## src/rtl/rrc_pkg.sv

```systemverilog
package rrc_pkg;

    localparam int KEY_W        = 64;
    localparam int DRAW_W       = 16;
    localparam int CFG_W        = 7;
    localparam int SLOT_OUT_W   = 6;
    localparam int BITS_PER_CYC = 4;
    localparam int MOD_CYC      = DRAW_W / BITS_PER_CYC;
    localparam int MOD_CNT_W    = $clog2(MOD_CYC);
    localparam int S_TDATA_W    = 80;
    localparam int M_TDATA_W    = 72;
    localparam int M_TUSER_W    = 2;

    localparam logic [CFG_W-1:0] CAP_RESET = 7'd64;

    // Probe token that walks the cell chain
    typedef struct packed {
        logic              hit;
        logic [KEY_W-1:0]  key;
        logic [KEY_W-1:0]  victim_key;
    } t_probe;

    typedef enum logic [1:0] {
        ST_IDLE,
        ST_MOD,
        ST_WALK,
        ST_DONE
    } t_state;

endpackage

```

## src/rtl/rrc_cell.sv

```systemverilog
module rrc_cell #(
    parameter int CAPACITY = 64,
    parameter int IDX      = 0
) (
    input  logic                              i_clk,
    input  logic                              i_rst_n,
    input  logic                              i_vld,
    input  rrc_pkg::t_probe                   i_tok,
    input  logic [$clog2(CAPACITY)-1:0]       i_slot,
    input  logic [$clog2(CAPACITY):0]         i_occ,
    input  logic [$clog2(CAPACITY)-1:0]       i_victim,
    input  logic                              i_wr_en,
    input  logic [$clog2(CAPACITY)-1:0]       i_wr_slot,
    input  logic [rrc_pkg::KEY_W-1:0]         i_wr_key,
    output logic                              o_vld,
    output rrc_pkg::t_probe                   o_tok,
    output logic [$clog2(CAPACITY)-1:0]       o_slot
);

    localparam int SW = $clog2(CAPACITY);
    localparam logic [SW-1:0] MY_SLOT = SW'(IDX);
    localparam logic [SW:0]   MY_POS  = (SW+1)'(IDX);

    logic [rrc_pkg::KEY_W-1:0] r_key;
    logic                      r_vld;
    rrc_pkg::t_probe           r_tok;
    rrc_pkg::t_probe           n_tok;
    logic [SW-1:0]             r_slot;
    logic [SW-1:0]             n_slot;
    logic                      w_in_use;
    logic                      w_match;

    assign w_in_use = (MY_POS < i_occ);
    assign w_match  = w_in_use && (r_key == i_tok.key) && !i_tok.hit;

    always_ff @(posedge i_clk) begin
        if (i_wr_en && (i_wr_slot == MY_SLOT)) begin
            r_key <= i_wr_key;
        end
    end

    always_ff @(posedge i_clk) begin
        if (!i_rst_n) begin
            r_vld <= 1'b0;
        end else begin
            r_vld <= i_vld;
        end
    end

    // Compare, pick up the victim key on the way, pass the token on
    always_comb begin
        n_tok  = i_tok;
        n_slot = i_slot;
        if (w_match) begin
            n_tok.hit = 1'b1;
            n_slot    = MY_SLOT;
        end
        if (i_victim == MY_SLOT) begin
            n_tok.victim_key = r_key;
        end
    end

    always_ff @(posedge i_clk) begin
        r_tok  <= n_tok;
        r_slot <= n_slot;
    end

    assign o_vld  = r_vld;
    assign o_tok  = r_tok;
    assign o_slot = r_slot;

endmodule

```

## config.mk

```make
export PLATFORM = sky130hd
export DESIGN_NAME = rrc_cell
export DESIGN_NICKNAME = d
export VERILOG_FILES = /design/src/rtl/rrc_pkg.sv /design/src/rtl/rrc_cell.sv
export SDC_FILE = /design/constraint.sdc
export NUM_CORES = 1
export LEC_CHECK = 0
export BUFFER_PORTS_ARGS = -buffer_cell sky130_fd_sc_hd__buf_2
export CORE_ASPECT_RATIO = 1.2
export CORE_MARGIN = 10
export CORE_UTILIZATION = 30
export DETAILED_ROUTE_END_ITERATION = 10
export GPL_TIMING_DRIVEN = 0
export PLACE_DENSITY = 0.6
export SYNTH_ARGS = -nofsm -noshare
export SYNTH_HDL_FRONTEND = slang
export SYNTH_SLANG_ARGS = --single-unit
```

## constraint.sdc

```tcl
create_clock -name i_clk -period 9.95 [get_ports i_clk]
set_input_delay 0.995 -clock i_clk [delete_from_list [all_inputs] [get_ports i_clk]]
set_output_delay 0.995 -clock i_clk [all_outputs]
set_load 0.02 [all_outputs]
```

After elaboration in Yosys (flattened, before gate mapping)
Cells that the tools add are included.

$add $sub $neg: 0. $mul: 0. Div/mod/pow operators: 0. Magnitude comparators: 1. Eq/ne operators: 1. Shifts and indexed selects: 0. Mux-type cells: 1. Bitwise operators: 0. Reduce and logical (&&, ||, !) cells: 6.

Operator list (count): == test 64 bit (1); two-way mux 64 bit (1); zero test 6 bit (2); less-than comparator 1 x 7 -> 1 bit (first input constant) (1); logical AND 1 bit (3); zero test 1 bit (1).

Register bits: 200. Bits in latches: 0. Memory bits (writable): 0. Bits in read-only memories: 0. Input port bits: 222. Output and inout port bits: 136. Word-level logic and storage cells: 15. Memories: 0.

Longest topological paths before layout
Word-level depth: 3. Mapped depth: 6.

Worst setup path before layout
No wires, ideal clock.

Path type: input-to-reg. Start: input i_wr_slot[2]. End: register r_key[0] (netlist bit) (enable). Arrival: 7.728 ns. Data required time: 9.299 ns. Path slack: 1.571 ns. Stages on the path: 2. Path buffers: 0. Cells stage by stage: or4b_2 > nor4_1.

Cells in the longest elaborated chain, start to end: 2.

RTL lines: start: declaration (line rrc_cell.sv:13) `input logic [$clog2(CAPACITY)-1:0] i_wr_slot,`; zero test 6 bit (line rrc_cell.sv:37) `if (i_wr_en && (i_wr_slot == MY_SLOT)) begin`; logical AND 1 bit (line rrc_cell.sv:37); end signal: assignment (line rrc_cell.sv:38) `r_key <= i_wr_key;`; end: declaration (line rrc_cell.sv:24) `logic [rrc_pkg::KEY_W-1:0] r_key;`.

Every way passes these cells. A chain may end at the register's enable or synchronous reset.

Worst setup path after layout
Start: input i_wr_slot[2]. End: register r_key[51] (netlist bit) (enable).

The elaborated chain is that of the path after synthesis.

==> impl_metrics.csv <==
group,metric,value,unit
outcome,status,"finished clean",
timing,rsz0062_at_grt,"false",
clocking,hold_buffers,0,
logic_synthesis,syn-num-nets,606,
drt,drc,0,
floorplanning,dieArea,26900,um^2
finish,final_common_cell,"buf_2",
placement,portBuffers,357,
timing,timing.clock.skew,0.0127,ns
finish,final_cell_mix,"buf_2 (357), dfxtp_1 (136), edfxtp_1 (64)",
clocking,numCtsBuffers,17,
floorplanning,rows,57,
clocking,cts-root-buf,"clkbuf_16",
hold_path,min_path_cells,1,
setup_path,cpLargestDelayFamily,"simple AND/OR/NAND/NOR gates",
drt,final_antenna_net_count,0,
setup_path,arrival,3.20,ns
clocking,cts_tree,"done",
drt,firstDrtPassIters,4,
logic_synthesis,synth_top_family_by_area,"multiplexers",
finish,syn_to_final_growth,44.3,%
clocking,clkLatencyLatePin,0.43,ns
drt,drtIter0Drc,125,
power_and_ir_drop,max-vdd-ir-drop,0.000104,V
timing,slew_viol_final,0,
clocking,post_cts_buffers,0,
hold_path,holdPathEnd,"o_tok[47]",
setup_path,cp-end-kind,"flip-flop",
global_routing,grt_pass1_wl,29.4,mm
logic_synthesis,synthTopCellsByArea,"dfxtp_1 (44%), edfxtp_1 (31%), mux2_2 (11%)",
timing,tightest_slew,1.07,ns
global_routing,grt_pass1_vias,4894,
clocking,ctsResizeCount,0,
finish,drive_gt1_share,59.0,%
logic_synthesis,synth-compound-area-share,2.21,%
logic_synthesis,synthCells,384,
hold_path,hold_start,"r_key[47]",
logic_synthesis,synth_mux_area_share,10.7,%
drt,post_drt_via_cell_ratio,4.21,
finish,layout.nets,991,
timing,final_hold_viol_count,0,
global_routing,antenna_found_initial,1,
finish,finalNonFillerCells,1048,
placement,dp_hpwl,17.0,mm
setup_path,start_kind,"input port",
logic_synthesis,syn-cell-area,6220,um^2
placement,gp_congestion,0.758,
hold_path,hp-class,"flip-flop to flip-flop",
setup_path,r2r_cells,5,
setup_path,r2r_setup_slack,7.50,ns
logic_synthesis,yosys_warnings,0,
logic_synthesis,synth_top_area_share,43.7,%
setup_path,cp_num_buf_inv,6,
setup_path,r2r-start,"r_key[10]",
global_routing,grt_start_max_net_pins,20,
logic_synthesis,ys_types,29,
floorplanning,core_area,20300,um^2
finish,final_area,8980,um^2
logic_synthesis,yosysTopAreaCell,"dfxtp_1",
job,drv_cap,0,
drt,post_drt_wl_per_cell,19.7,um
setup_path,worst_path_max_delay_cell,"or4b_2",
global_routing,grt_overflow_total,0,
setup_path,required,10.07,ns
global_routing,track_usage,14.8,%
timing,slew_headroom,28.4,%
logic_synthesis,ys_ff_latch,200,
timing,max_freq,325,MHz
setup_path,worst_path_largest_cell_delay,0.67,ns
timing,finalCritPeriodShare,30.9,%
logic_synthesis,synthXorXnorAreaFrac,8.16,%
clocking,path_clk_slew,0.07,ns
placement,postPlaceCellArea,8420,um^2
drt,vias,4410,
floorplanning,initial_utilization,30.6,%
floorplanning,die_x,151,um
power_and_ir_drop,totalPowerFinal,1690,uW
logic_synthesis,synth_seq_area_share,74.6,%
floorplanning,design.portCount,358,
timing,fin_worst_hold_slack,0.525,ns
setup_path,crit_fanout,8,
setup_path,path_cells,"buf_2 -> or4b_2 -> nor4_2 -> buf_4 -> buf_6 -> buf_4 -> buf_4 -> buf_4",
power_and_ir_drop,pwr_density_cell,188,nW/um^2
logic_synthesis,avgSynthCellArea,16.2,um^2
timing,fin_crit,3.07,ns
power_and_ir_drop,leakage,0.00407,uW
setup_path,critPathKind,"input port to flip-flop",
placement,placed_cells,1015,
logic_synthesis,synth-simple-area-share,3.50,%
floorplanning,die_y,178,um
drt,wl,20.7,mm
clocking,cts_sinks,200,
logic_synthesis,synth-adder-area-share,0,%
setup_path,cp_common_cell,"buf_4",
clocking,h-tree-depth,4,
clocking,clk_path_buf_depth,2,
timing,setup-violations-final,0,
setup_path,r2r_end,"o_slot[2]",
-- logic make-up after synthesis --
group	after synthesis
mux	59
buf+inv	14
simple gates	34
xor+xnor	58
compound gates	19
flops	200
-- per-stage QoR --
step                      TNS (ns)  setup slack (ns)  util, %
after detailed placement         0              6.41     41.4
final                            0              6.88     44.2
after global routing             0              6.77     44.2
after global placement     -153.96             -2.42     41.0
after CTS                        0              6.86     44.2
after floorplan                  0              1.57        -
-- layout make-up --
class                      instances  area (um^2)
timing repair buffer             366         1860
inverter                           7         26.3
tap                              265          332
sequential                       200         4640
clock inverter                    12          110
fill                            1921        11300
clock buffer                      20          447
antenna                            1         2.50
buffer                             7         26.3
multi-input combinational        170         1530
-- sequential cells by signal (all words and copies together) (netlist names) --
| signal | count |
|---|---|
| o_tok | 129 |
| r_key | 64 |
| o_slot | 6 |
| o_vld | 1 |
-- synth_stat cells --
| library cell | n |
|---|---|
| dfxtp_1 | 136 |
| edfxtp_1 | 64 |
| mux2_2 | 59 |
| xor2_1 | 49 |
| nor4_1 | 14 |
| xnor2_1 | 9 |
| nand2_1 | 8 |
| inv_1 | 7 |
| buf_1 | 6 |
| o21ai_0 | 5 |
| a21boi_0 | 4 |
| nand4_1 | 4 |
| a21boi_1 | 2 |
| o22ai_1 | 2 |
| a2111o_1 | 1 |
| a211oi_1 | 1 |
| a21o_2 | 1 |
| a221oi_1 | 1 |
| a222oi_1 | 1 |
| and2_1 | 1 |
| clkbuf_1 | 1 |
| nand3_1 | 1 |
| nor2_1 | 1 |
| nor3_1 | 1 |
| nor4_2 | 1 |
| nor4_4 | 1 |
| o2bb2ai_1 | 1 |
| or4_4 | 1 |
| or4b_2 | 1 |
-- where the power goes --
| group | internal, uW | switching (uW) |
|---|---|---|
| Clock | 338 | 320 |
| Combinational | 69.2 | 84.0 |
| Sequential | 872 | 7.85 |
| Total | 1280 | 412 |
-- how the worst max path moves through the flow --
stage / to / slack, ns / startpoint / depth (start not counted)
4_1_cts: r_key[51] / 6.86 / i_wr_slot[2] / 8
2_1_floorplan: r_key[0] / 1.57 / i_wr_slot[2] / 2
3_5_place_dp: r_key[59] / 6.41 / i_wr_slot[2] / 8
5_1_grt: r_key[51] / 6.77 / i_wr_slot[2] / 8
6_report: r_key[51] / 6.88 / i_wr_slot[2] / 8
3_3_place_gp: r_key[6] / -2.42 / i_wr_slot[2] / 3
-- worst reg2reg max path, stage by stage (launching register included) --
cell	delay (ns)
edfxtp_1	0.41
xor2_1	0.18
nor4_1	0.43
nand4_1	0.23
nor4_2	0.80
a21boi_0	0.22
-- metal layers --
metal / track usage (%) / wire [um]
met5: 0 / 0
met4: 4.89 / 385
met3: 6.85 / 2280
met2: 26.1 / 10700
met1: 15.0 / 7280
Note: power is estimated with default switching activity, not from simulation.
