[config.mk]
export PLATFORM = sky130hd
export DESIGN_NAME = rrc_mod
export DESIGN_NICKNAME = d
export VERILOG_FILES = /design/src/rtl/rrc_pkg.sv /design/src/rtl/rrc_mod.sv
export SDC_FILE = /design/constraint.sdc
export NUM_CORES = 1
export LEC_CHECK = 0
export ABC_CLOCK_PERIOD_IN_PS = 9050
export BUFFER_PORTS_ARGS = -buffer_cell sky130_fd_sc_hd__buf_2
export CAP_MARGIN = 20
export CELL_PAD_IN_SITES_DETAIL_PLACEMENT = 1
export CELL_PAD_IN_SITES_GLOBAL_PLACEMENT = 1
export CORE_MARGIN = 2
export CORE_UTILIZATION = 45
export CTS_BUF_LIST = sky130_fd_sc_hd__clkbuf_16
export CTS_CLUSTER_SIZE = 40
export DETAILED_ROUTE_END_ITERATION = 10
export HOLD_SLACK_MARGIN = 0.1
export PLACE_DENSITY = 0.83
export RECOVER_POWER = 50
export SYNTH_ARGS = -nofsm -noshare
export SYNTH_HDL_FRONTEND = slang
export SYNTH_SLANG_ARGS = --single-unit
[constraint.sdc]
create_clock -name i_clk -period 9.05 [get_ports i_clk]
set_clock_uncertainty 0.2 [all_clocks]
set_input_delay 1.81 -clock i_clk [delete_from_list [all_inputs] [get_ports i_clk]]
set_output_delay 1.81 -clock i_clk [all_outputs]
set_load 0.01 [all_outputs]
[src/rtl/rrc_pkg.sv]
package rrc_pkg;

    localparam int KEY_W        = 64;
    localparam int DRAW_W       = 16;
    localparam int CFG_W        = 7;
    localparam int SLOT_OUT_W   = 6;
    localparam int BITS_PER_CYC = 4;
    localparam int MOD_CYC      = DRAW_W / BITS_PER_CYC;
    localparam int MOD_CNT_W    = $clog2(MOD_CYC);
    localparam int S_TDATA_W    = 80;
    localparam int M_TDATA_W    = 72;
    localparam int M_TUSER_W    = 2;

    localparam logic [CFG_W-1:0] CAP_RESET = 7'd64;

    // Probe token that walks the cell chain
    typedef struct packed {
        logic              hit;
        logic [KEY_W-1:0]  key;
        logic [KEY_W-1:0]  victim_key;
    } t_probe;

    typedef enum logic [1:0] {
        ST_IDLE,
        ST_MOD,
        ST_WALK,
        ST_DONE
    } t_state;

endpackage

[src/rtl/rrc_mod.sv]
module rrc_mod #(
    parameter int CAPACITY = 64
) (
    input  logic                               i_clk,
    input  logic                               i_rst_n,
    input  logic                               i_start,
    input  logic [rrc_pkg::DRAW_W-1:0]         i_draw,
    input  logic [$clog2(CAPACITY):0]          i_cap,
    output logic                               o_done,
    output logic [$clog2(CAPACITY)-1:0]        o_rem
);

    localparam int SW = $clog2(CAPACITY);

    logic                              r_busy;
    logic                              r_done;
    logic [rrc_pkg::MOD_CNT_W-1:0]     r_cnt;
    logic [rrc_pkg::DRAW_W-1:0]        r_draw;
    logic [SW-1:0]                     r_rem;
    logic [SW-1:0]                     n_rem;

    // Restoring remainder, several draw bits per cycle, MSB first
    always_comb begin
        logic [SW:0] t;
        n_rem = r_rem;
        for (int k = 0; k < rrc_pkg::BITS_PER_CYC; k++) begin
            t = {n_rem, r_draw[rrc_pkg::DRAW_W-1-k]};
            if (t >= i_cap) begin
                t = t - i_cap;
            end
            n_rem = t[SW-1:0];
        end
    end

    always_ff @(posedge i_clk) begin
        if (!i_rst_n) begin
            r_busy <= 1'b0;
            r_done <= 1'b0;
            r_cnt  <= '0;
        end else begin
            r_done <= 1'b0;
            if (i_start) begin
                r_busy <= 1'b1;
                r_cnt  <= '0;
            end else if (r_busy) begin
                r_cnt <= r_cnt + 1'b1;
                if (r_cnt == rrc_pkg::MOD_CNT_W'(rrc_pkg::MOD_CYC - 1)) begin
                    r_busy <= 1'b0;
                    r_done <= 1'b1;
                end
            end
        end
    end

    always_ff @(posedge i_clk) begin
        if (i_start) begin
            r_draw <= i_draw;
            r_rem  <= '0;
        end else if (r_busy) begin
            r_draw <= r_draw << rrc_pkg::BITS_PER_CYC;
            r_rem  <= n_rem;
        end
    end

    assign o_done = r_done;
    assign o_rem  = r_rem;

endmodule

After elaboration in Yosys (flattened, before gate mapping)
Cells that the tools add are included.
{"block": "word_totals", "in_bits": 26, "ff_bits": 26, "elab_cells": 30, "out_inout_bits": 7}
{"block": "classes", "n_reduce_logical": 3, "mux": 10, "n_addsub": 5, "eq_ne": 1, "magnitude_cmp": 4, "bitwise_logic": 2}
{"operator": "16-bit two-way mux", "n": 2}
{"operator": "7-bit greater-or-equal comparator", "n": 4}
{"operator": "6-bit two-way mux", "n": 4}
{"operator": "6-bit subtractor", "n": 4}
{"operator": "1-bit two-way mux", "n": 4}
{"operator": "3-bit OR reduction", "n": 1}
{"operator": "2-bit by 1-bit adder with 2-bit output, second input constant", "n": 1}
{"operator": "2-bit equality test, second input constant", "n": 1}
{"operator": "1-bit inverter", "n": 2}
{"operator": "2-bit nonzero test", "n": 1}
{"operator": "2-bit OR reduction", "n": 1}

Longest topological paths before layout
{"block": "logic_depth", "depth_word": 8, "depth_mapped": 28, "ltp_nobuf": 28}

Worst setup path before layout
Ideal clock, no wire load.
{"block": "synth_timing", "kind": "input -> register", "start": "input i_cap[4]", "end": "register r_rem[3] (netlist: o_rem[3])", "stages": 26, "required_time_ps": 8762, "n_path_buf": 1, "arrival_time_ps": 7352, "path_slack_ps": 1409, "path_cell_list": "inv_1 ha_1 a211o_2 a21oi_2 o21a_1 buf_6 mux2_4 ha_1 and4_1 o21a_1 a21oi_2 nor2_1 a21o_2 ha_1 a21o_1 a211oi_1 o21ai_0 nand3_1 a21boi_0 ha_1 nor2b_1 o31a_1 a211oi_1 or2_2 o2111ai_1 a311oi_2"}
{"block": "synth_between", "elab_chain_len": 8, "word_cells_on_any_way": 12, "cone_classes": "add/sub (4); order compare (4); mux (4)"}
{"element": "start: declaration", "line_no": "rrc_mod.sv:8", "text": "input logic [$clog2(CAPACITY):0] i_cap,"}
{"element": "6-bit subtractor / 7-bit greater-or-equal comparator (equally long branches)", "line_no": "rrc_mod.sv:29, rrc_mod.sv:28"}
{"element": "6-bit two-way mux", "line_no": "rrc_mod.sv:28", "text": "if (t >= i_cap) begin"}
{"element": "6-bit subtractor / 7-bit greater-or-equal comparator (equally long branches)", "line_no": "rrc_mod.sv:29, rrc_mod.sv:28"}
{"element": "6-bit two-way mux", "line_no": "rrc_mod.sv:28"}
{"element": "7-bit greater-or-equal comparator / 6-bit subtractor (equally long branches)", "line_no": "rrc_mod.sv:28, rrc_mod.sv:29"}
{"element": "6-bit two-way mux", "line_no": "rrc_mod.sv:28"}
{"element": "6-bit subtractor / 7-bit greater-or-equal comparator (equally long branches)", "line_no": "rrc_mod.sv:29, rrc_mod.sv:28"}
{"element": "6-bit two-way mux (*)", "line_no": "rrc_mod.sv:28"}
{"element": "end signal: assignment", "line_no": "rrc_mod.sv:61", "text": "r_rem <= n_rem;"}
{"element": "end: declaration", "line_no": "rrc_mod.sv:19", "text": "logic [SW-1:0] r_rem;"}
Mark *: on every way between the ends. The rest lies on a longest branch, timed or not.
A chain may end at the register's enable or synchronous reset.

Worst setup path after layout
{"block": "layout_timing", "start": "input i_cap[4]", "end": "register r_rem[1] (netlist: o_rem[1])"}
Same word-level chain as after synthesis.

==> out/qor.csv <==
metric;value;unit
Syn Area/Cell;9.44;um2
reg2reg setup slack;1.93;ns
Die Ht;77.9;um
Filler Cell Count;613;
Reg2Reg Depth;25;
via density per instance;5.79;
CP endpoint kind;register;
router iterations before antenna repair;4;
Startpoint Class;input port;
Internal;0.543;mW
FF-to-FF End;o_rem[1];
drt total wl;6560;um
Post-Route Setup TNS;0;ns
Worst-path clk slew;0.06;ns
Critical R2R Launch;r_draw[15];
Routed WL per cell;18.2;um
crit path DAT;8.43;ns
synthesized instance count;260;
largest cells by area after synthesis;edfxtp_1 (20%), ha_1 (15%), dfxtp_1 (8.2%);
number of flops mapped to enable cells by yosys;16;
sequential fraction of the synthesis area;27.7;%
Yosys Warn Count;0;
FP Rows;26;
worst hold stages;2;
Combinational Power Share;73.4;%
pre-CTS WS;0.394;ns
setup bufs post-CTS;0;
Mapped Nets;319;
Max IR drop VDD;0.000160;V
vias in the first global route;2248;
largest net degree at the start of global routing;27;
Crit Path Category;in -> reg;
Initial Util;47.5;%
drc violations;0;
synth unique cells;49;
Clock Power Share;12.1;%
Fin. Hold Viols;0;
clk root buf;clkbuf_16;
post-synth top area cell;edfxtp_1;
Yosys top cell area share;19.6;%
hold slack;0.328;ns
DIE AREA;0.00606;mm2
initial antenna violation count;0;
hold path endpoint;r_cnt[1];
hold path start;r_cnt[1];
WP data required;9.00;ns
area grow syn2layout;12.9;%
Ant. Diodes;0;
CTS tree;done;
pwr/cell area;384;mW/mm2
Die X;77.9;um
layout cell share with drive strength beyond 1;19.7;%
DRC marker count from the first detailed-route iteration;125;
Clock Tree Buf Depth;2;
Slew Viols, Final;0;
cell area after layout;0.00277;mm2
Skew-Pair Late Insertion Delay;0.26;ns
predominant post-synthesis flop cell;edfxtp_1;
post-route ant nets;0;
synthesized flop and latch total;26;
number of vias in the routed layout;2083;
total track usage;23.2;%
setup slack after layout;0.577;ns
core box area;0.00517;mm2
DP Area;0.00267;mm2
fin crit period;8.47;ns
Pleak;1.22;nW
Async SR Flop Fraction;0;%
CP Max Fanout;8;
total CTS buffers;3;
global-route wire length before repair;11100;um
sw power;0.523;mW
MaxCap Viol Count;0;
port bufs;32;
post-route clock period utilization;93.6;%
htree depth;1;
CTS sink cnt;26;
Seq pwr share;14.6;%
top achievable clock speed;0.118;GHz
worst hold path class;reg -> reg;
RD Place Congestion;0.825;
Top Ports;33;
relative slew slack;17.7;%
nets@finish;350;
switching part of the total;49.1;%
setup violators final;0;
gr ovfl total;0;
RSZ-0062 raised after global routing;false;
Slew @ Worst Pin;1.23;ns
synthesized cell area;0.00245;mm2
DP HPWL;5070;um
outcome;complete, no violations;
critical path, cell delays in order:
cell      delay [ns]
buf_2           0.09
inv_1           0.21
ha_1            0.33
a211o_2         0.32
a21oi_2         0.17
o21a_1          0.44
mux2_4          0.37
ha_1            0.33
and4_1          0.24
o21a_1          0.13
a21oi_2         0.30
nor2_1          0.13
a21o_2          0.20
ha_1            0.34
a21o_1          0.20
a211oi_1        0.30
o21ai_0         0.26
nand3_1         0.18
a21boi_1        0.33
ha_1            0.32
nor2b_1         0.16
o31a_1          0.27
a211oi_1        0.37
or2_2           0.23
o211ai_1        0.11
a311oi_1        0.28
what timing repair did:
item,in CTS,in global routing
setup endpoints to repair,0,2
hold buffers,0,0
gates resized for setup,0,1
metrics by stage:
stage	power [mW]	std cells	util, %
CTS	1.06	360	53.7
finish	1.07	360	53.6
global placement	0.876	356	51.7
floorplan	0.726	260	-
detailed placement	0.902	356	51.7
global route	1.15	360	53.6
worst max path at each step:
| stage | from | endpoint | cells after the start |
|---|---|---|---|
| 3_5_place_dp | i_cap[4] | o_rem[1] | 26 |
| 3_3_place_gp | i_cap[4] | o_rem[1] | 26 |
| 5_1_grt | i_cap[1] | o_rem[1] | 28 |
| 6_report | i_cap[4] | o_rem[1] | 26 |
| 2_1_floorplan | i_cap[4] | o_rem[3] | 26 |
| 4_1_cts | i_cap[4] | o_rem[1] | 26 |
power groups by stage:
stage / Combinational (mW) / Sequential, mW / Clock, mW
6_report: 0.782 / 0.155 / 0.128
5_1_grt: 0.857 / 0.157 / 0.134
4_1_cts: 0.771 / 0.155 / 0.130
3_5_place_dp: 0.744 / 0.158 / 0
3_3_place_gp: 0.719 / 0.157 / 0
2_1_floorplan: 0.571 / 0.155 / 0
metal layers:
layer  track usage (%)  up-vias  share of wire [%]
li1                  -     1023                  -
met1              29.3      997                 45
met2              40.9       53                 49
met3              3.26       10                3.3
met4              6.96        0                2.4
met5                 0        -                  0
registers in the layout (all words and copies together), names as in the netlist:
register  flops
o_done        1
o_rem         6
r_cnt         2
r_draw       16
r_busy        1
final cells by class:
type                    instances  area (um2)  share of cell area (%)
multi-input cells             207        1670                    60.1
inverters                      21        78.8                    2.84
clock inverters                 1        30.0                    1.08
repair buffers                 32         154                    5.55
well taps                      70        87.6                    3.16
flip-flops and latches         26         681                    24.6
clock buffers                   3        75.1                    2.71
logic make-up after synthesis:
family	synth area share, %
simple gates	14.5
fa+ha+maj	18.0
buf+inv	4.43
mux	8.31
compound gates	23.8
flops	27.7
xor+xnor	3.21
Yosys cell counts (all sizes together) (4+ instances only):
library cell  instances
a211oi                6
a21boi                5
a21o                  9
a21oi                16
and2                  4
clkbuf                5
dfxtp                10
edfxtp               16
fa                    4
ha                   29
inv                  21
mux2                 14
nand2                11
nand2b                4
nand3                 5
nor2                 15
nor2b                 8
nor3                  4
nor3b                 6
o21a                 10
o21ai                15
xnor2                 6
layout by cell type, fill, tap and decap left out, types with 2 or more instances in the layout:
master / count
o211ai_1: 3
nand3_1: 5
nor2b_1: 8
a31oi_1: 3
buf_2: 27
o21a_1: 10
o2111ai_1: 2
a21o_1: 8
nor3b_1: 6
ha_1: 29
nor2_1: 15
nand2b_1: 4
and4_1: 2
a21oi_2: 2
edfxtp_1: 16
a21boi_0: 4
mux2i_1: 2
xor2_1: 3
clkbuf_16: 3
dfxtp_1: 10
inv_1: 21
a211oi_1: 6
or3_1: 3
o21ai_1: 3
fa_1: 4
nand2_1: 11
clkbuf_1: 5
a221oi_2: 2
mux2_2: 13
and2_0: 3
xnor2_1: 6
nor3_1: 4
a21oi_1: 14
or2_2: 3
o21ai_0: 12
No activity file was read; power rests on OpenSTA's default activity.
